**config.mk**
```make
export PLATFORM = sky130hd
export DESIGN_NAME = uart_register_block
export DESIGN_NICKNAME = d
export VERILOG_FILES = /design/src/sv/uart_rb_pkg.sv /design/src/sv/uart_rb_fifo_mem.sv /design/src/sv/uart_rb_ctrl.sv /design/src/sv/uart_register_block.sv
export SDC_FILE = /design/constraint.sdc
export NUM_CORES = 1
export LEC_CHECK = 0
export BUFFER_PORTS_ARGS = -buffer_cell sky130_fd_sc_hd__buf_2
export CAP_MARGIN = 20
export CORE_ASPECT_RATIO = 0.8
export CORE_UTILIZATION = 60
export CTS_BUF_LIST = sky130_fd_sc_hd__clkbuf_8
export DETAILED_ROUTE_END_ITERATION = 16
export PLACE_DENSITY_LB_ADDON = 0.1
export SLEW_MARGIN = 20
export SYNTH_ARGS = -nofsm -noshare
export SYNTH_HDL_FRONTEND = slang
export SYNTH_HIERARCHICAL = 1
export SYNTH_SLANG_ARGS = --single-unit
```
**constraint.sdc**
```tcl
create_clock -name clk_i -period 14.96 [get_ports clk_i]
set_input_delay 0.748 -clock clk_i [delete_from_list [all_inputs] [get_ports clk_i]]
set_output_delay 0.748 -clock clk_i [all_outputs]
set_load 0.03 [all_outputs]
```
**src/sv/uart_rb_pkg.sv**
```systemverilog
// Shared types, codes and helper functions for the UART register block.
// No dependencies; the control logic, top level and testbench import it.
`timescale 1ns / 1ps

package uart_rb_pkg;

  localparam int unsigned FifoDepthDefault = 64;
  localparam int unsigned LvlW = 7;  // width for capacity and trigger levels

  // Item kinds carried on tuser.
  localparam logic [2:0] CMD_READ    = 3'd0;
  localparam logic [2:0] CMD_WRITE   = 3'd1;
  localparam logic [2:0] CMD_RX_BYTE = 3'd2;
  localparam logic [2:0] CMD_TX_DONE = 3'd3;
  localparam logic [2:0] CMD_TIMEOUT = 3'd4;

  // Register offsets.
  localparam logic [2:0] REG_DATA = 3'd0;
  localparam logic [2:0] REG_IER  = 3'd1;
  localparam logic [2:0] REG_IIR  = 3'd2;
  localparam logic [2:0] REG_LCR  = 3'd3;
  localparam logic [2:0] REG_MCR  = 3'd4;
  localparam logic [2:0] REG_LSR  = 3'd5;
  localparam logic [2:0] REG_MSR  = 3'd6;
  localparam logic [2:0] REG_SCR  = 3'd7;

  // Interrupt identification codes.
  localparam logic [3:0] IIR_NONE = 4'b0001;
  localparam logic [3:0] IIR_LINE = 4'b0110;
  localparam logic [3:0] IIR_RXD  = 4'b0100;
  localparam logic [3:0] IIR_TOUT = 4'b1100;
  localparam logic [3:0] IIR_THRE = 4'b0010;

  localparam logic [1:0] VAR_NONE = 2'd0;
  localparam logic [1:0] VAR_16   = 2'd1;
  localparam logic [1:0] VAR_64   = 2'd2;

  // Result handed from the control logic to the output stage.
  typedef struct packed {
    logic [7:0]  read_data;
    logic        rd_from_mem;
    logic        irq;
    logic        tx_start;
    logic        tx_from_mem;
    logic [7:0]  tx_byte;
    logic [15:0] divisor;
  } res_t;

  function automatic logic fifo_on(input logic [1:0] variant, input logic [3:0] fcr);
    return (variant != VAR_NONE) && fcr[0];
  endfunction

  function automatic logic mode64(input logic [1:0] variant, input logic [3:0] fcr);
    return fifo_on(variant, fcr) && (variant == VAR_64) && fcr[1];
  endfunction

  // Capacity before the clamp to the physical depth.
  function automatic logic [LvlW-1:0] cap_raw(input logic [1:0] variant,
                                              input logic [3:0] fcr);
    logic [LvlW-1:0] c;
    c = 7'd1;
    if (fifo_on(variant, fcr)) begin
      c = mode64(variant, fcr) ? 7'd64 : 7'd16;
    end
    return c;
  endfunction

  // Trigger level before the clamp to the capacity.
  function automatic logic [LvlW-1:0] trig_raw(input logic [1:0] variant,
                                               input logic [3:0] fcr);
    logic [LvlW-1:0] t;
    t = 7'd1;
    if (mode64(variant, fcr)) begin
      unique case (fcr[3:2])
        2'd0: t = 7'd1;
        2'd1: t = 7'd16;
        2'd2: t = 7'd32;
        default: t = 7'd56;
      endcase
    end else if (fifo_on(variant, fcr)) begin
      unique case (fcr[3:2])
        2'd0: t = 7'd1;
        2'd1: t = 7'd4;
        2'd2: t = 7'd8;
        default: t = 7'd14;
      endcase
    end
    return t;
  endfunction

  function automatic logic [3:0] ident(input logic [3:0] ier, input logic [3:0] lerr,
                                       input logic [LvlW-1:0] rxc,
                                       input logic [LvlW-1:0] trig,
                                       input logic tout, input logic thre);
    logic [3:0] id;
    id = IIR_NONE;
    if (ier[2] && (lerr != 4'd0)) begin
      id = IIR_LINE;
    end else if (ier[0] && (rxc != 7'd0) && (rxc >= trig)) begin
      id = IIR_RXD;
    end else if (ier[0] && tout) begin
      id = IIR_TOUT;
    end else if (ier[1] && thre) begin
      id = IIR_THRE;
    end
    return id;
  endfunction

endpackage

```
**src/sv/uart_rb_fifo_mem.sv**
```systemverilog
// Synchronous byte memory with one write port and one registered read port.
// Depends on nothing; used for the receive and transmit FIFO storage.
`timescale 1ns / 1ps

module uart_rb_fifo_mem #(
  parameter int unsigned Depth = 64,
  parameter int unsigned AddrW = $clog2(Depth)
) (
  input  logic             clk_i,
  input  logic             we_i,
  input  logic [AddrW-1:0] waddr_i,
  input  logic [7:0]       wdata_i,
  input  logic             re_i,
  input  logic [AddrW-1:0] raddr_i,
  output logic [7:0]       rdata_o
);

  logic [7:0] mem [Depth];
  logic [7:0] rdata_q;

  always_ff @(posedge clk_i) begin
    if (we_i) begin
      mem[waddr_i] <= wdata_i;
    end
  end

  // Read data holds while no read is issued, so a stalled result keeps its byte.
  always_ff @(posedge clk_i) begin
    if (re_i) begin
      rdata_q <= mem[raddr_i];
    end
  end

  assign rdata_o = rdata_q;

endmodule

```
**src/sv/uart_rb_ctrl.sv**
```systemverilog
// Register file, FIFO pointers and event handling of the UART register block.
// Depends on uart_rb_pkg; drives the write and read ports of both FIFO memories.
`timescale 1ns / 1ps

module uart_rb_ctrl
  import uart_rb_pkg::*;
#(
  parameter int unsigned FifoDepth = FifoDepthDefault,
  parameter int unsigned AddrW     = $clog2(FifoDepth),
  parameter int unsigned CntW      = $clog2(FifoDepth + 1)
) (
  input  logic             clk_i,
  input  logic             rst_ni,
  input  logic             cfg_we_i,
  input  logic [1:0]       cfg_wdata_i,
  input  logic             fire_i,
  input  logic [2:0]       cmd_i,
  input  logic [2:0]       reg_addr_i,
  input  logic [7:0]       write_data_i,
  input  logic [7:0]       line_byte_i,
  input  logic             parity_error_i,
  input  logic             framing_error_i,
  input  logic             break_seen_i,
  output logic             rx_we_o,
  output logic [AddrW-1:0] rx_waddr_o,
  output logic [7:0]       rx_wdata_o,
  output logic [AddrW-1:0] rx_raddr_o,
  output logic             tx_we_o,
  output logic [AddrW-1:0] tx_waddr_o,
  output logic [7:0]       tx_wdata_o,
  output logic [AddrW-1:0] tx_raddr_o,
  output res_t             res_o
);

  localparam logic [LvlW-1:0] DepthLvl = LvlW'(FifoDepth);

  logic [1:0]      variant_q, variant_d;
  logic [CntW-1:0] rxc_q, rxc_d, txc_q, txc_d;
  logic [AddrW-1:0] rxh_q, rxh_d, txh_q, txh_d;
  logic            busy_q, busy_d;
  logic [3:0]      ier_q, ier_d, fcr_q, fcr_d, lerr_q, lerr_d;
  logic [7:0]      lcr_q, lcr_d, scr_q, scr_d;
  logic [4:0]      mcr_q, mcr_d;
  logic [15:0]     dl_q, dl_d;
  logic            thre_q, thre_d, tout_q, tout_d;

  logic [LvlW-1:0] cap_now, trig_now, cap_nxt, trig_nxt;
  logic [LvlW-1:0] rxc_lvl, txc_lvl;
  logic            on_now, m64_now, dlab;
  logic [3:0]      id_now, id_nxt;
  logic [1:0]      cfg_v;
  logic [7:0]      rx_byte;

  function automatic logic [AddrW-1:0] wrap_add(input logic [AddrW-1:0] h,
                                                input logic [CntW-1:0] c);
    logic [AddrW:0] s;
    s = (AddrW+1)'(h) + (AddrW+1)'(c);
    if (s >= (AddrW+1)'(FifoDepth)) begin
      s = s - (AddrW+1)'(FifoDepth);
    end
    return s[AddrW-1:0];
  endfunction

  function automatic logic [AddrW-1:0] wrap_inc(input logic [AddrW-1:0] h);
    return (h == AddrW'(FifoDepth - 1)) ? '0 : h + 1'b1;
  endfunction

  always_comb begin
    on_now   = fifo_on(variant_q, fcr_q);
    m64_now  = mode64(variant_q, fcr_q);
    cap_now  = (cap_raw(variant_q, fcr_q) > DepthLvl) ? DepthLvl : cap_raw(variant_q, fcr_q);
    trig_now = (trig_raw(variant_q, fcr_q) > cap_now) ? cap_now : trig_raw(variant_q, fcr_q);
    rxc_lvl  = LvlW'(rxc_q);
    txc_lvl  = LvlW'(txc_q);
    dlab     = lcr_q[7];
    id_now   = ident(ier_q, lerr_q, rxc_lvl, trig_now, tout_q, thre_q);
    cfg_v    = (cfg_wdata_i == 2'd3) ? VAR_64 : cfg_wdata_i;
    rx_byte  = break_seen_i ? 8'd0 : line_byte_i;
  end

  always_comb begin
    variant_d = variant_q;
    rxc_d = rxc_q;  rxh_d = rxh_q;  txc_d = txc_q;  txh_d = txh_q;
    busy_d = busy_q;  ier_d = ier_q;  fcr_d = fcr_q;  lerr_d = lerr_q;
    lcr_d = lcr_q;  scr_d = scr_q;  mcr_d = mcr_q;  dl_d = dl_q;
    thre_d = thre_q;  tout_d = tout_q;

    rx_we_o    = 1'b0;
    rx_waddr_o = wrap_add(rxh_q, rxc_q);
    rx_wdata_o = rx_byte;
    tx_we_o    = 1'b0;
    tx_waddr_o = wrap_add(txh_q, txc_q);
    tx_wdata_o = write_data_i;

    res_o = '0;

    priority if (cfg_we_i) begin
      if (cfg_v != variant_q) begin
        variant_d = cfg_v;
        rxc_d = '0;  rxh_d = '0;  tout_d = 1'b0;
        txc_d = '0;  txh_d = '0;
        if (cfg_v == VAR_NONE) begin
          fcr_d = 4'd0;
        end else if (cfg_v == VAR_16) begin
          fcr_d = {fcr_q[3:2], 1'b0, fcr_q[0]};
        end
      end
    end else if (fire_i) begin
      unique case (cmd_i)
        CMD_READ: begin
          unique case (reg_addr_i)
            REG_DATA: begin
              if (dlab) begin
                res_o.read_data = dl_q[7:0];
              end else if (rxc_q != '0) begin
                res_o.rd_from_mem = 1'b1;
                rxh_d  = wrap_inc(rxh_q);
                rxc_d  = rxc_q - 1'b1;
                tout_d = 1'b0;
              end
            end
            REG_IER: res_o.read_data = dlab ? dl_q[15:8] : {4'd0, ier_q};
            REG_IIR: begin
              if (id_now == IIR_THRE) begin
                thre_d = 1'b0;
              end
              res_o.read_data = {on_now, on_now, m64_now, 1'b0, id_now};
            end
            REG_LCR: res_o.read_data = lcr_q;
            REG_MCR: res_o.read_data = {3'd0, mcr_q};
            REG_LSR: begin
              res_o.read_data = {on_now && (lerr_q[3:1] != 3'd0),
                                 (txc_q == '0) && !busy_q,
                                 txc_q == '0,
                                 lerr_q,
                                 rxc_q != '0};
              lerr_d = 4'd0;
            end
            REG_SCR: res_o.read_data = scr_q;
            default: res_o.read_data = 8'd0;
          endcase
        end
        CMD_WRITE: begin
          unique case (reg_addr_i)
            REG_DATA: begin
              if (dlab) begin
                dl_d[7:0] = write_data_i;
              end else if ((txc_q == '0) && !busy_q) begin
                busy_d = 1'b1;
                thre_d = 1'b1;
                res_o.tx_start = 1'b1;
                res_o.tx_byte  = write_data_i;
              end else if (txc_lvl < cap_now) begin
                tx_we_o = 1'b1;
                txc_d   = txc_q + 1'b1;
                thre_d  = 1'b0;
              end
            end
            REG_IER: begin
              if (dlab) begin
                dl_d[15:8] = write_data_i;
              end else begin
                ier_d = write_data_i[3:0];
                if (write_data_i[1] && (txc_q == '0)) begin
                  thre_d = 1'b1;
                end
              end
            end
            REG_IIR: begin
              if (variant_q != VAR_NONE) begin
                fcr_d = write_data_i[0] ?
                        {write_data_i[7:6],
                         (variant_q == VAR_64) && write_data_i[5], 1'b1} : 4'd0;
                // Turning the FIFOs on or off empties both of them.
                if ((fcr_q[0] != write_data_i[0]) ||
                    (write_data_i[0] && write_data_i[1])) begin
                  rxc_d = '0;  rxh_d = '0;  tout_d = 1'b0;
                end
                if ((fcr_q[0] != write_data_i[0]) ||
                    (write_data_i[0] && write_data_i[2])) begin
                  txc_d = '0;  txh_d = '0;
                end
              end
            end
            REG_LCR: lcr_d = write_data_i;
            REG_MCR: mcr_d = write_data_i[4:0];
            REG_SCR: scr_d = write_data_i;
            default: ;
          endcase
        end
        CMD_RX_BYTE: begin
          lerr_d = lerr_q | {break_seen_i, framing_error_i, parity_error_i, 1'b0};
          tout_d = 1'b0;
          if (rxc_lvl < cap_now) begin
            rx_we_o = 1'b1;
            rxc_d   = rxc_q + 1'b1;
          end else begin
            lerr_d[0] = 1'b1;
            // In one-byte mode the held character is replaced.
            if (!on_now) begin
              rx_we_o    = 1'b1;
              rx_waddr_o = rxh_q;
            end
          end
        end
        CMD_TX_DONE: begin
          if (txc_q != '0) begin
            res_o.tx_start    = 1'b1;
            res_o.tx_from_mem = 1'b1;
            txh_d  = wrap_inc(txh_q);
            txc_d  = txc_q - 1'b1;
            busy_d = 1'b1;
            if (txc_q == CntW'(1)) begin
              thre_d = 1'b1;
            end
          end else begin
            busy_d = 1'b0;
          end
        end
        CMD_TIMEOUT: begin
          if (on_now && (rxc_q != '0)) begin
            tout_d = 1'b1;
          end
        end
        default: ;
      endcase
    end

    cap_nxt  = (cap_raw(variant_d, fcr_d) > DepthLvl) ? DepthLvl : cap_raw(variant_d, fcr_d);
    trig_nxt = (trig_raw(variant_d, fcr_d) > cap_nxt) ? cap_nxt : trig_raw(variant_d, fcr_d);
    id_nxt   = ident(ier_d, lerr_d, LvlW'(rxc_d), trig_nxt, tout_d, thre_d);
    res_o.irq     = (id_nxt != IIR_NONE) && mcr_d[3];
    res_o.divisor = dl_d;
  end

  assign rx_raddr_o = rxh_q;
  assign tx_raddr_o = txh_q;

  always_ff @(posedge clk_i or negedge rst_ni) begin
    if (!rst_ni) begin
      variant_q <= VAR_64;
      rxc_q <= '0;  rxh_q <= '0;  txc_q <= '0;  txh_q <= '0;
      busy_q <= 1'b0;  ier_q <= 4'd0;  fcr_q <= 4'd0;  lerr_q <= 4'd0;
      lcr_q <= 8'd0;  scr_q <= 8'd0;  mcr_q <= 5'd0;  dl_q <= 16'd0;
      thre_q <= 1'b0;  tout_q <= 1'b0;
    end else begin
      variant_q <= variant_d;
      rxc_q <= rxc_d;  rxh_q <= rxh_d;  txc_q <= txc_d;  txh_q <= txh_d;
      busy_q <= busy_d;  ier_q <= ier_d;  fcr_q <= fcr_d;  lerr_q <= lerr_d;
      lcr_q <= lcr_d;  scr_q <= scr_d;  mcr_q <= mcr_d;  dl_q <= dl_d;
      thre_q <= thre_d;  tout_q <= tout_d;
    end
  end

endmodule

```
**src/sv/uart_register_block.sv**
```systemverilog
// Top level of the 16550-style UART register block: stream ports, output stage.
// Depends on uart_rb_pkg, uart_rb_ctrl and uart_rb_fifo_mem.
//
//  Channel   Direction  Content
//  s_axis    in         tuser = cmd; tdata = reg_addr, write_data, line_byte, flags
//  m_axis    out        tdata = read_data, irq_out, tx_start, tx_byte, baud_divisor
//  cfg       in         fifo_variant write, no read-back
//
// One item per cycle unless the output stalls; a result appears in the cycle
// after its transfer, as FIFO bytes come from the registered memory read port.
// Reset is asynchronous and clears all control state; FIFO storage is not cleared.
// When the output is stalled the result and its memory read data hold, and
// s_axis_tready falls until the result is taken.
`timescale 1ns / 1ps

module uart_register_block
  import uart_rb_pkg::*;
#(
  parameter int unsigned FIFO_DEPTH = FifoDepthDefault
) (
  input  logic        clk_i,
  input  logic        rst_ni,
  input  logic        cfg_we_i,
  input  logic [1:0]  cfg_wdata_i,
  input  logic        s_axis_tvalid,
  output logic        s_axis_tready,
  // [2:0] reg_addr, [10:3] write_data, [18:11] line_byte, [19] parity_error,
  // [20] framing_error, [21] break_seen, [23:22] zero
  input  logic [23:0] s_axis_tdata,
  // [2:0] cmd
  input  logic [2:0]  s_axis_tuser,
  output logic        m_axis_tvalid,
  input  logic        m_axis_tready,
  // [7:0] read_data, [8] irq_out, [9] tx_start, [17:10] tx_byte,
  // [33:18] baud_divisor, [39:34] zero
  output logic [39:0] m_axis_tdata
);

  localparam int unsigned AddrW = $clog2(FIFO_DEPTH);
  localparam int unsigned CntW  = $clog2(FIFO_DEPTH + 1);

  logic             fire;
  logic             vld_q, vld_d;
  res_t             res, res_q;
  logic             rx_we, tx_we;
  logic [AddrW-1:0] rx_waddr, rx_raddr, tx_waddr, tx_raddr;
  logic [7:0]       rx_wdata, tx_wdata, rx_rdata, tx_rdata;
  logic [7:0]       out_read, out_tx;

  assign s_axis_tready = !vld_q || m_axis_tready;
  assign fire          = s_axis_tvalid && s_axis_tready;

  uart_rb_ctrl #(
    .FifoDepth (FIFO_DEPTH),
    .AddrW     (AddrW),
    .CntW      (CntW)
  ) u_ctrl (
    .clk_i           (clk_i),
    .rst_ni          (rst_ni),
    .cfg_we_i        (cfg_we_i),
    .cfg_wdata_i     (cfg_wdata_i),
    .fire_i          (fire),
    .cmd_i           (s_axis_tuser),
    .reg_addr_i      (s_axis_tdata[2:0]),
    .write_data_i    (s_axis_tdata[10:3]),
    .line_byte_i     (s_axis_tdata[18:11]),
    .parity_error_i  (s_axis_tdata[19]),
    .framing_error_i (s_axis_tdata[20]),
    .break_seen_i    (s_axis_tdata[21]),
    .rx_we_o         (rx_we),
    .rx_waddr_o      (rx_waddr),
    .rx_wdata_o      (rx_wdata),
    .rx_raddr_o      (rx_raddr),
    .tx_we_o         (tx_we),
    .tx_waddr_o      (tx_waddr),
    .tx_wdata_o      (tx_wdata),
    .tx_raddr_o      (tx_raddr),
    .res_o           (res)
  );

  uart_rb_fifo_mem #(
    .Depth (FIFO_DEPTH),
    .AddrW (AddrW)
  ) u_rx_mem (
    .clk_i   (clk_i),
    .we_i    (rx_we),
    .waddr_i (rx_waddr),
    .wdata_i (rx_wdata),
    .re_i    (fire),
    .raddr_i (rx_raddr),
    .rdata_o (rx_rdata)
  );

  uart_rb_fifo_mem #(
    .Depth (FIFO_DEPTH),
    .AddrW (AddrW)
  ) u_tx_mem (
    .clk_i   (clk_i),
    .we_i    (tx_we),
    .waddr_i (tx_waddr),
    .wdata_i (tx_wdata),
    .re_i    (fire),
    .raddr_i (tx_raddr),
    .rdata_o (tx_rdata)
  );

  assign vld_d = fire || (vld_q && !m_axis_tready);

  always_ff @(posedge clk_i or negedge rst_ni) begin
    if (!rst_ni) begin
      vld_q <= 1'b0;
    end else begin
      vld_q <= vld_d;
    end
  end

  always_ff @(posedge clk_i) begin
    if (fire) begin
      res_q <= res;
    end
  end

  assign out_read = res_q.rd_from_mem ? rx_rdata : res_q.read_data;
  assign out_tx   = res_q.tx_from_mem ? tx_rdata : res_q.tx_byte;

  assign m_axis_tvalid = vld_q;
  assign m_axis_tdata  = {6'd0, res_q.divisor, out_tx, res_q.tx_start, res_q.irq, out_read};

endmodule

```
==> impl_metrics.csv <==
group,metric,value,unit
clock_tree,cts_tree,"done",
pwr,p_int,4.94,mW
clock_tree,cts_root_buffer,"clkbuf_8",
critical_path,arrival,6390,ps
critical_path,end_kind,"register",
pwr,power_frac_seq,55.4,%
timing,whs,-23.6,ps
timing,fmax,0.167,GHz
outcome,status,"finished, violations left",
detailed_routing,ant_nets,0,
critical_path,reg2reg_depth,13,
critical_path,slowest_delay,770,ps
timing,period_share,40.0,%
clock_tree,cts_sinks,1157,
logic_synthesis,ys_ff_latch,1157,
timing,worst_slack,8980,ps
timing,rsz0062_at_grt,"false",
clock_tree,worstSkewPairLatency,830,ps
logic_synthesis,ys_seq_area_share,70.7,%
logic_synthesis,synth_edf_count,1076,
detailed_routing,via_per_inst,6.69,
critical_path,cp_common_cell,"nor2_1",
logic_synthesis,yosys_most_used_dff,"edfxtp_1",
placement,hpwl,73.5,mm
die,die_x,320,um
pwr,clock_power_share,35.5,%
detailed_routing,wl_met1,49.1,mm
pwr,peakVddDrop,89.2,uV
critical_path,crit_family,"simple AND/OR/NAND/NOR gates",
timing,hold_violations,9,
die,io_pins,76,
run,max_cap_violations,0,
global_routing,overflow,0,
pwr,swShare,24.1,%
clock_tree,cts.htree.levels,4,
critical_path,cp-start-kind,"register",
detailed_routing,wire_per_inst,28.5,um
critical_path,startpoint,"u_ctrl/variant_q[1]",
worst_hold_path,hold_path_class,"input port to async pin",
critical_path,critPathSlowestCell,"nor2_1",
timing,layout_min_cycle_time,5980,ps
timing,worst_pin_slew,1080,ps
cells_and_area,layout-area-overhead-vs-synth,8.55,%
critical_path,cp_data_required_time,15370,ps
detailed_routing,route.vias.total,27272,
clock_tree,clk_pin_slew,70,ps
global_routing,grt_pass1_vias,26681,
logic_synthesis,syn_area,0.0485,mm2
cells_and_area,nets,2973,
die,fp.dieArea,0.0821,mm2
logic_synthesis,yosysTopAreaCellShare,66.6,%
logic_synthesis,synth_most_common_cell,"edfxtp_1",
pwr,power.switching,1.57,mW
global_routing,grt_antenna_before_repair,7,
placement,dp_slack,8920,ps
timing,final.setup_skew,44.5,ps
logic_synthesis,synth.distinct_cells,88,
detailed_routing,dr_wl_met2,50.7,mm
detailed_routing,wl_met3,14.3,mm
placement,portBuffers,67,
clock_tree,post_cts_resized,0,
logic_synthesis,syn_inst,2784,
die,num_rows,92,
timing,drv_slew,0,
die,die_y,256,um
timing,slew_headroom,27.6,%
pwr,comb_power_share,9.2,%
pwr,leakage,17.3,nW
pwr,finalPower,6.51,mW
timing,finalSetupTns,0,ps
timing,setup_viol,0,
detailed_routing,top_layer_used,"met5",
critical_path,crit_chain,"o21a_1 -> inv_2 -> nor2_1 -> inv_1 -> ha_1 -> nor4bb_1 -> o21ai_1 -> and2_0 -> nor3_2 -> mux2_2 -> or3b_2 -> or2_2 -> nor2_1",
critical_path,r2r_end,"u_rx_mem/mem[28][3]",
critical_path,rrSetupSlack,8980,ps
cells_and_area,nFillCells,5313,
clock_tree,cts_hold_buf,0,
logic_synthesis,ys_warn_count,6,
die,core,0.0794,mm2
critical_path,path_max_fanout,12,
pwr,power_density,123,mW/mm2
placement,gp_congestion,0.907,
logic_synthesis,avgSynthCellArea,17.4,um2
global_routing,grt_pass1_wl,171,mm
critical_path,crit_type,"register to register",
critical_path,cp.buffers_inverters,2,
detailed_routing,drt_pass1_iterations,9,
clock_tree,ctsLongestPathBuffers,3,
detailed_routing,wirelength,116,mm
logic_synthesis,synth_area_leaders,"edfxtp_1 (67%), mux4_2 (12%), dfrtp_1 (4.1%)",
cells_and_area,drive_gt1_share,22.5,%
critical_path,r2r-start,"u_ctrl/variant_q[1]",
die,initial_utilization,61.1,%
detailed_routing,drtIter0Drc,3440,
logic_synthesis,synth_top_cells_by_count,"edfxtp_1 (1076), mux4_2 (248), nor2_1 (242)",
clock_tree,numCtsBuffers,171,
clock_tree,postCtsSetupRepairBufs,0,
outcome,violations,"hold timing",
global_routing,grt_usage,28.6,%
logic_synthesis,async_flop_share,7.00,%
logic_synthesis,synth_area_leader_cell,"edfxtp_1",
global_routing,grt_start_max_net_pins,82,
detailed_routing,drc,0,
==> cells by family (layout without fill, tap and decap cells) <==
logic type / count (synthesis) / count (layout) / share of synthesized area, %
AND/OR/NAND/NOR: 640 / 640 / 6.40
adder cells (fa/ha/maj): 39 / 39 / 1.04
buffers and inverters: 221 / 468 / 2.45
multiplexers: 353 / 353 / 14.0
XOR/XNOR: 11 / 11 / 0.198
flip-flops: 1157 / 1157 / 70.7
AO/OA/AOI/OAI: 361 / 361 / 5.22
other: 2 / 11 / 0.0155
==> power groups by stage <==
stage / clock, mW / combinational [mW] / sequential [mW]
final: 2.31 / 0.598 / 3.60
after global routing: 2.49 / 0.634 / 3.60
after CTS: 2.35 / 0.595 / 3.60
after detailed placement: 0 / 0.593 / 3.67
after global placement: 0 / 0.582 / 3.67
after floorplan: 0 / 0.460 / 3.64
==> worst max-delay path by stage <==
stage                     cells after the start             endpoint  slack [ps]
after floorplan                              20      m_axis_tdata[8]        8770
after global placement                       22      m_axis_tdata[8]        9070
after detailed placement                     23      m_axis_tdata[8]        8920
after CTS                                    13  u_rx_mem/mem[28][6]        9100
after global routing                         13  u_rx_mem/mem[28][3]        8720
final                                        13  u_rx_mem/mem[28][3]        8980
==> cell usage in the layout, fill, tap and decap left out, drive strengths merged, types with 9 or more instances in the layout <==
| cell | instances |
|---|---|
| a2111oi | 9 |
| a21oi | 36 |
| a22o | 13 |
| o31ai | 16 |
| buf | 113 |
| or3 | 12 |
| nor3 | 23 |
| nor3b | 9 |
| nand3b | 18 |
| o211ai | 11 |
| nor2 | 242 |
| edfxtp | 1076 |
| mux2 | 61 |
| o221ai | 16 |
| nand2b | 18 |
| clkbuf | 176 |
| nor4 | 11 |
| nand2 | 123 |
| nor2b | 40 |
| a221oi | 16 |
| a31oi | 29 |
| clkinv | 62 |
| nand4 | 13 |
| inv | 111 |
| a21o | 14 |
| o22ai | 48 |
| nand3 | 63 |
| o21ai | 69 |
| ha | 37 |
| mux2i | 44 |
| dfrtp | 80 |
| a22oi | 21 |
| mux4 | 248 |
| and3 | 9 |
| and2 | 15 |
| or2 | 22 |
==> metrics by stage <==
stage          utilization [%]  area, um2  instances  hold slack, ps
2_1_floorplan                -      48600       2790             450
3_3_place_gp              62.5      49600       3761             464
3_5_place_dp              62.5      49600       3761             479
4_1_cts                   66.3      52700       4071            84.1
5_1_grt                   66.3      52700       4072            9.16
6_report                  66.3      52700       4074           -23.6
==> registers in the layout, indices dropped and copies added, names as in the netlist, 7 cells and up <==
signal and cells:
m_axis_tdata 18, u_rx_mem/rdata_o 8, u_ctrl/lcr_q 8, u_ctrl/rxc_lvl 7, u_rx_mem/mem 512, u_ctrl/scr_q 8
u_ctrl/txc_lvl 7, u_ctrl/dl_q 16, res_q 18, u_tx_mem/rdata_o 8, u_tx_mem/mem 512
==> area by class of cell <==
class	instances	area, um2	area share, %
multi-input cells	1412	13100	24.9
clock inverters	134	648	1.23
inverters	45	169	0.321
clock buffers	176	2420	4.60
repair buffers	113	687	1.30
diodes	3	7.51	0.0142
flip-flops and latches	1157	34400	65.2
well taps	1034	1290	2.46
==> per-layer routing <==
metal / vias up / GRT usage, %
li1: 11411 / -
met1: 14073 / 44.9
met2: 1600 / 39.5
met3: 178 / 8.25
met4: 10 / 7.46
met5: - / 0
Power figures use the tool's default switching activity.
